<file path="src/rtl/core/eul_pkg.sv">
// Package for the Euler rotation block: widths, CORDIC table, register indexes.
// No dependencies.
`default_nettype none
package eul_pkg;
  localparam int CordicSteps = 19;
  localparam int CoefW = 18;
  localparam int AngW = 16;
  localparam logic signed [31:0] CordicX0 = 32'sd652032874;

  typedef enum logic [1:0] {
    REG_ANGLE_A = 2'd0,
    REG_ANGLE_B = 2'd1,
    REG_ANGLE_C = 2'd2
  } reg_idx_e;

  typedef logic signed [CoefW-1:0] coef_t;

  function automatic logic signed [23:0] atan_turn(input logic [4:0] i);
    logic signed [23:0] r;
    case (i)
      5'd0: r = 24'sd2097152;
      5'd1: r = 24'sd1238021;
      5'd2: r = 24'sd654136;
      5'd3: r = 24'sd332050;
      5'd4: r = 24'sd166669;
      5'd5: r = 24'sd83416;
      5'd6: r = 24'sd41718;
      5'd7: r = 24'sd20860;
      5'd8: r = 24'sd10430;
      5'd9: r = 24'sd5215;
      5'd10: r = 24'sd2608;
      5'd11: r = 24'sd1304;
      5'd12: r = 24'sd652;
      5'd13: r = 24'sd326;
      5'd14: r = 24'sd163;
      5'd15: r = 24'sd81;
      5'd16: r = 24'sd41;
      5'd17: r = 24'sd20;
      5'd18: r = 24'sd10;
      default: r = 24'sd0;
    endcase
    return r;
  endfunction
endpackage
`default_nettype wire

</file>
<file path="src/rtl/core/eul_lane.sv">
// One output lane: a three-term dot product of a matrix row with the point,
// multiplies registered before the merging add. Depends on eul_pkg.
`default_nettype none
module eul_lane #(
  parameter int COORD_WIDTH = 16
) (
  input  wire logic                          clk_i,
  input  wire eul_pkg::coef_t                coef_i [3],
  input  wire logic signed [COORD_WIDTH-1:0] pos_i [3],
  output logic signed [COORD_WIDTH:0]        rot_o
);
  import eul_pkg::*;
  localparam int PW = CoefW + COORD_WIDTH;

  logic signed [PW-1:0] prod_q [3];
  logic signed [PW+1:0] acc;
  logic signed [PW+1:0] shf;

  always_ff @(posedge clk_i) begin
    for (int k = 0; k < 3; k++) prod_q[k] <= PW'(coef_i[k]) * PW'(pos_i[k]);
  end

  // merge the three products, round and clamp
  always_comb begin
    acc = (PW+2)'(prod_q[0]) + (PW+2)'(prod_q[1]) + (PW+2)'(prod_q[2]);
    shf = (acc + (PW+2)'(32768)) >>> 16;
    if (shf > (PW+2)'((64'sd1 <<< COORD_WIDTH) - 1))
      rot_o = {1'b0, {COORD_WIDTH{1'b1}}};
    else if (shf < -(PW+2)'(64'sd1 <<< COORD_WIDTH))
      rot_o = {1'b1, {COORD_WIDTH{1'b0}}};
    else
      rot_o = shf[COORD_WIDTH:0];
  end
endmodule
`default_nettype wire

</file>
<file path="config.mk">
export PLATFORM = sky130hd
export DESIGN_NAME = eul_lane
export DESIGN_NICKNAME = d
export VERILOG_FILES = /design/src/rtl/core/eul_pkg.sv /design/src/rtl/core/eul_lane.sv
export SDC_FILE = /design/constraint.sdc
export NUM_CORES = 2
export LEC_CHECK = 0
export ABC_AREA = 0
export BUFFER_PORTS_ARGS = -buffer_cell sky130_fd_sc_hd__buf_2
export CAP_MARGIN = 20
export CORE_MARGIN = 10
export CORE_UTILIZATION = 30
export DETAILED_ROUTE_END_ITERATION = 7
export PLACE_DENSITY = 0.49
export SETUP_SLACK_MARGIN = 0.15
export SLEW_MARGIN = 20
export SYNTH_ARGS = -nofsm -noshare
export SYNTH_HDL_FRONTEND = slang
export SYNTH_SLANG_ARGS = --single-unit
</file>
<file path="constraint.sdc">
create_clock -name clk_i -period 6.9 [get_ports clk_i]
set_input_delay 1.035 -clock clk_i [delete_from_list [all_inputs] [get_ports clk_i]]
set_output_delay 1.035 -clock clk_i [all_outputs]
set_load 0.02 [all_outputs]
</file>
==> results.py <==
metrics = {
    "worst_setup_path": {
        "cell_with_the_largest_stage_delay_on_the_worst_path": "fa_1",
        "path_max_fanout": 6,
        "worstPathCellList": "clkbuf_4, buf_6, and2_1, fa_1, inv_1, fa_1, fa_1, fa_1, inv_2, fa_1, fa_1, ha_1, and3_4, nand2_1, a211o_1, a211oi_2, buf_4, a211oi_2, buf_4, o31a_1, buf_4, o21bai_1, xor2_1",
        "critPathCaptureType": "flip-flop",
        "cp_slowest_stage_delay_ps": 530,
        "worst_ep_required_time_ps": 7190,
        "arrival_ps": 6860,
        "crit_buf_inv": 7,
        "cp-start-kind": "input pin",
        "timing.setup.critical_path_class": "in2reg",
        "path_common_cell": "fa_1",
        "crit_family": "adder cells",
    },
    "timing": {
        "finalCritPeriodShare_pct": 95.1,
        "clock.fmax_ghz": 0.152,
        "finalCriticalPeriod_ps": 6560,
        "worstMarginPinSlew_ps": 535,
        "slew_headroom_pct": 64.1,
        "finalSetupViolations": 0,
        "report.final.hold_viol_count": 0,
        "number_of_pins_exceeding_their_max_slew_limit_in_the_final_report": 0,
        "worst_slack_on_hold_paths_ps": 1170,
        "rsz0062_at_grt": "false",
    },
    "synth": {
        "syn-num-nets": 5306,
        "ys_ff_latch": 102,
        "synth_area_um2": 37100,
        "syn_area_per_cell_um2": 9.32,
        "asyncSetResetFlopFracSynth_pct": 0,
        "synth_enable_flop_cells": 0,
        "synth_seq_area_share_pct": 5.51,
        "synthCells": 3976,
        "number_of_distinct_standard_cells_referenced_by_the_synthesized_netlist": 69,
        "total_of_warnings_raised_by_yosys": 0,
        "synth-main-ff-cell": "dfxtp_1",
    },
    "clock_tree": {
        "clockRootBuffer": "clkbuf_16",
        "cts_sink_count": 102,
        "clock_path_buffers": 2,
        "cts-buffers-inserted": 9,
        "clkTransAtPathRegs_ps": 80,
        "cts_tree": "done",
        "cts_max_level": 3,
    },
    "cells_and_area": {
        "largest-register": "prod_q",
        "layout.filler_cells": 12700,
        "reg_top3": "prod_q: 102 flops",
        "final_layout_size_suffix_gt1_share_pct": 11.4,
        "area_growth_syn_to_layout_pct": 14.0,
        "largest_register_ff_count": 102,
        "count_of_nets_after_finishing": 5616,
    },
    "min_path": {
        "holdCritPathClass": "in2reg",
        "holdPathStages": 2,
        "hold_path_end": "prod_q[0][34]",
        "hold_path.startpoint": "pos_i[16]",
    },
    "grt": {
        "grt_start_max_net_pins": 21,
        "grt_util_all_layers_pct": 14.1,
        "grt_antenna_before_repair": 4,
        "grt_pass1_wl_um": 156000,
        "first_global_vias": 28600,
        "globalRoute.totalOverflow": 0,
    },
    "floorplanning": {
        "rows": 128,
        "fp.coreArea_um2": 122000,
        "chipWidth_um": 371,
        "floorplan.die_area_um2": 138000,
        "die-height_um": 371,
        "starting_density_pct": 30.3,
        "io_pins": 120,
    },
    "drt": {
        "drt-vias-per-instance": 4.40,
        "drt_pass1_iterations": 5,
        "dr.first_iter.drc_count": 1222,
        "ant_nets": 0,
        "route.detailed.wl_per_inst_um": 15.9,
        "route.final.wire_length_um": 94100,
        "route.detailed.drc": 0,
        "num_vias": 26100,
    },
    "flow_run": {
        "cap_viol_max_count": 0,
    },
    "place": {
        "port-buffer-count": 119,
        "dp.final_hpwl_um": 84900,
        "gpl.final_weighted_congestion": 0.827,
    },
    "outcome": {
        "outcome": "complete, no violations",
    },
}
==> stage by stage <==
| step | std cells | area, um2 | setup WS [ps] | TNS (ps) | utilization, % |
|---|---|---|---|---|---|
| 6_report | 5917 | 42200 | 338 | 0 | 34.6 |
| 4_1_cts | 5912 | 42000 | 180 | 0 | 34.3 |
| 2_1_floorplan | 3976 | 37100 | 160 | 0 | - |
| 3_3_place_gp | 5896 | 41600 | -231 | -1320 | 34.1 |
| 3_5_place_dp | 5896 | 41600 | -232 | -1470 | 34.1 |
| 5_1_grt | 5916 | 42200 | 132 | 0 | 34.6 |
==> worst max-delay path by stage <==
stage / start / endpoint / slack [ps] / cells after the start
after global routing: pos_i[20] / prod_q[0][61] / 130 / 24
after floorplan: pos_i[10] / prod_q[0][98] / 160 / 23
after CTS: pos_i[33] / prod_q[0][30] / 180 / 22
final: pos_i[36] / prod_q[0][30] / 340 / 23
after global placement: pos_i[20] / prod_q[0][60] / -230 / 22
after detailed placement: pos_i[20] / prod_q[0][60] / -230 / 22
==> cell families after synthesis <==
logic type / count (synthesis) / share of synthesized area (%)
DFF: 102 / 5.51
xor gates and xnor gates: 126 / 2.98
muxes: 1 / 0.0270
and+or+nand+nor: 1068 / 14.4
adders and majority gates: 1227 / 59.7
AOI/OAI and AO/OA: 328 / 5.94
buffers and inverters: 1124 / 11.4
==> repair_timing <==
item                       4_1_cts  5_1_grt
setup endpoints to repair        1       19
buffers inserted                 0        4
hold buffers                     0        0
resized for setup                1       49
pin swaps                        0       26
cloned                           0        0
==> cells in the mapped netlist, types with 3 or more instances <==
cell type / number / area share [%]
inv_1: 997 / 10
fa_1: 903 / 49
nand2_1: 453 / 4.6
and2_1: 411 / 6.9
ha_1: 324 / 11
clkbuf_1: 121 / 1.2
dfxtp_1: 102 / 5.5
a21oi_1: 97 / 1.3
xnor2_1: 96 / 2.3
nor2_1: 92 / 0.93
a21o_1: 68 / 1.4
o21ai_0: 54 / 0.73
xor2_1: 30 / 0.71
nand2b_1: 23 / 0.39
nand3_1: 19 / 0.26
o21bai_1: 16 / 0.32
o21a_1: 15 / 0.30
nand4_1: 14 / 0.24
and3_1: 10 / 0.17
nor3_1: 10 / 0.14
a211oi_1: 9 / 0.18
a31oi_1: 9 / 0.15
nor2b_1: 9 / 0.15
and4_1: 5 / 0.12
nor4_1: 5 / 0.084
o31ai_1: 5 / 0.10
or3_1: 5 / 0.084
a211o_1: 4 / 0.095
o211ai_1: 4 / 0.081
a21boi_0: 3 / 0.061
a221oi_1: 3 / 0.071
a31o_2: 3 / 0.071
nor3b_1: 3 / 0.061
o22ai_1: 3 / 0.051
o41ai_1: 3 / 0.071
==> layout by cell type, fill, tap and decap left out, types with 92 or more instances in the layout <==
| cell type | count |
|---|---|
| and2_1 | 411 |
| ha_1 | 320 |
| fa_1 | 899 |
| inv_1 | 996 |
| buf_4 | 288 |
| xnor2_1 | 96 |
| nor2_1 | 92 |
| dfxtp_1 | 102 |
| buf_2 | 113 |
| nand2_1 | 452 |
==> layer usage <==
| metal | wire length, um | GRT usage (%) | vias up |
|---|---|---|---|
| met5 | 0 | 0 | - |
| met4 | 1000 | 1.65 | 0 |
| met3 | 2430 | 1.31 | 54 |
| met2 | 45700 | 24.0 | 306 |
| met1 | 45000 | 19.9 | 13400 |
| li1 | - | - | 12300 |
==> cell type report <==
cell class              count  area (um2)  area share (%)
diodes                      1        2.50         0.00593
inverters                 997        3740            8.86
clock buffers               9         225           0.533
well taps                1625        2030            4.82
multi-input cells        2750       31000            73.4
repair buffers            426        3100            7.34
flip-flops and latches    102        2040            4.84
clock inverters             7         100           0.237
Power is left out: the tool's default activity adds up to more than one toggle a clock period on the data nets, which glitch-free logic cannot reach.
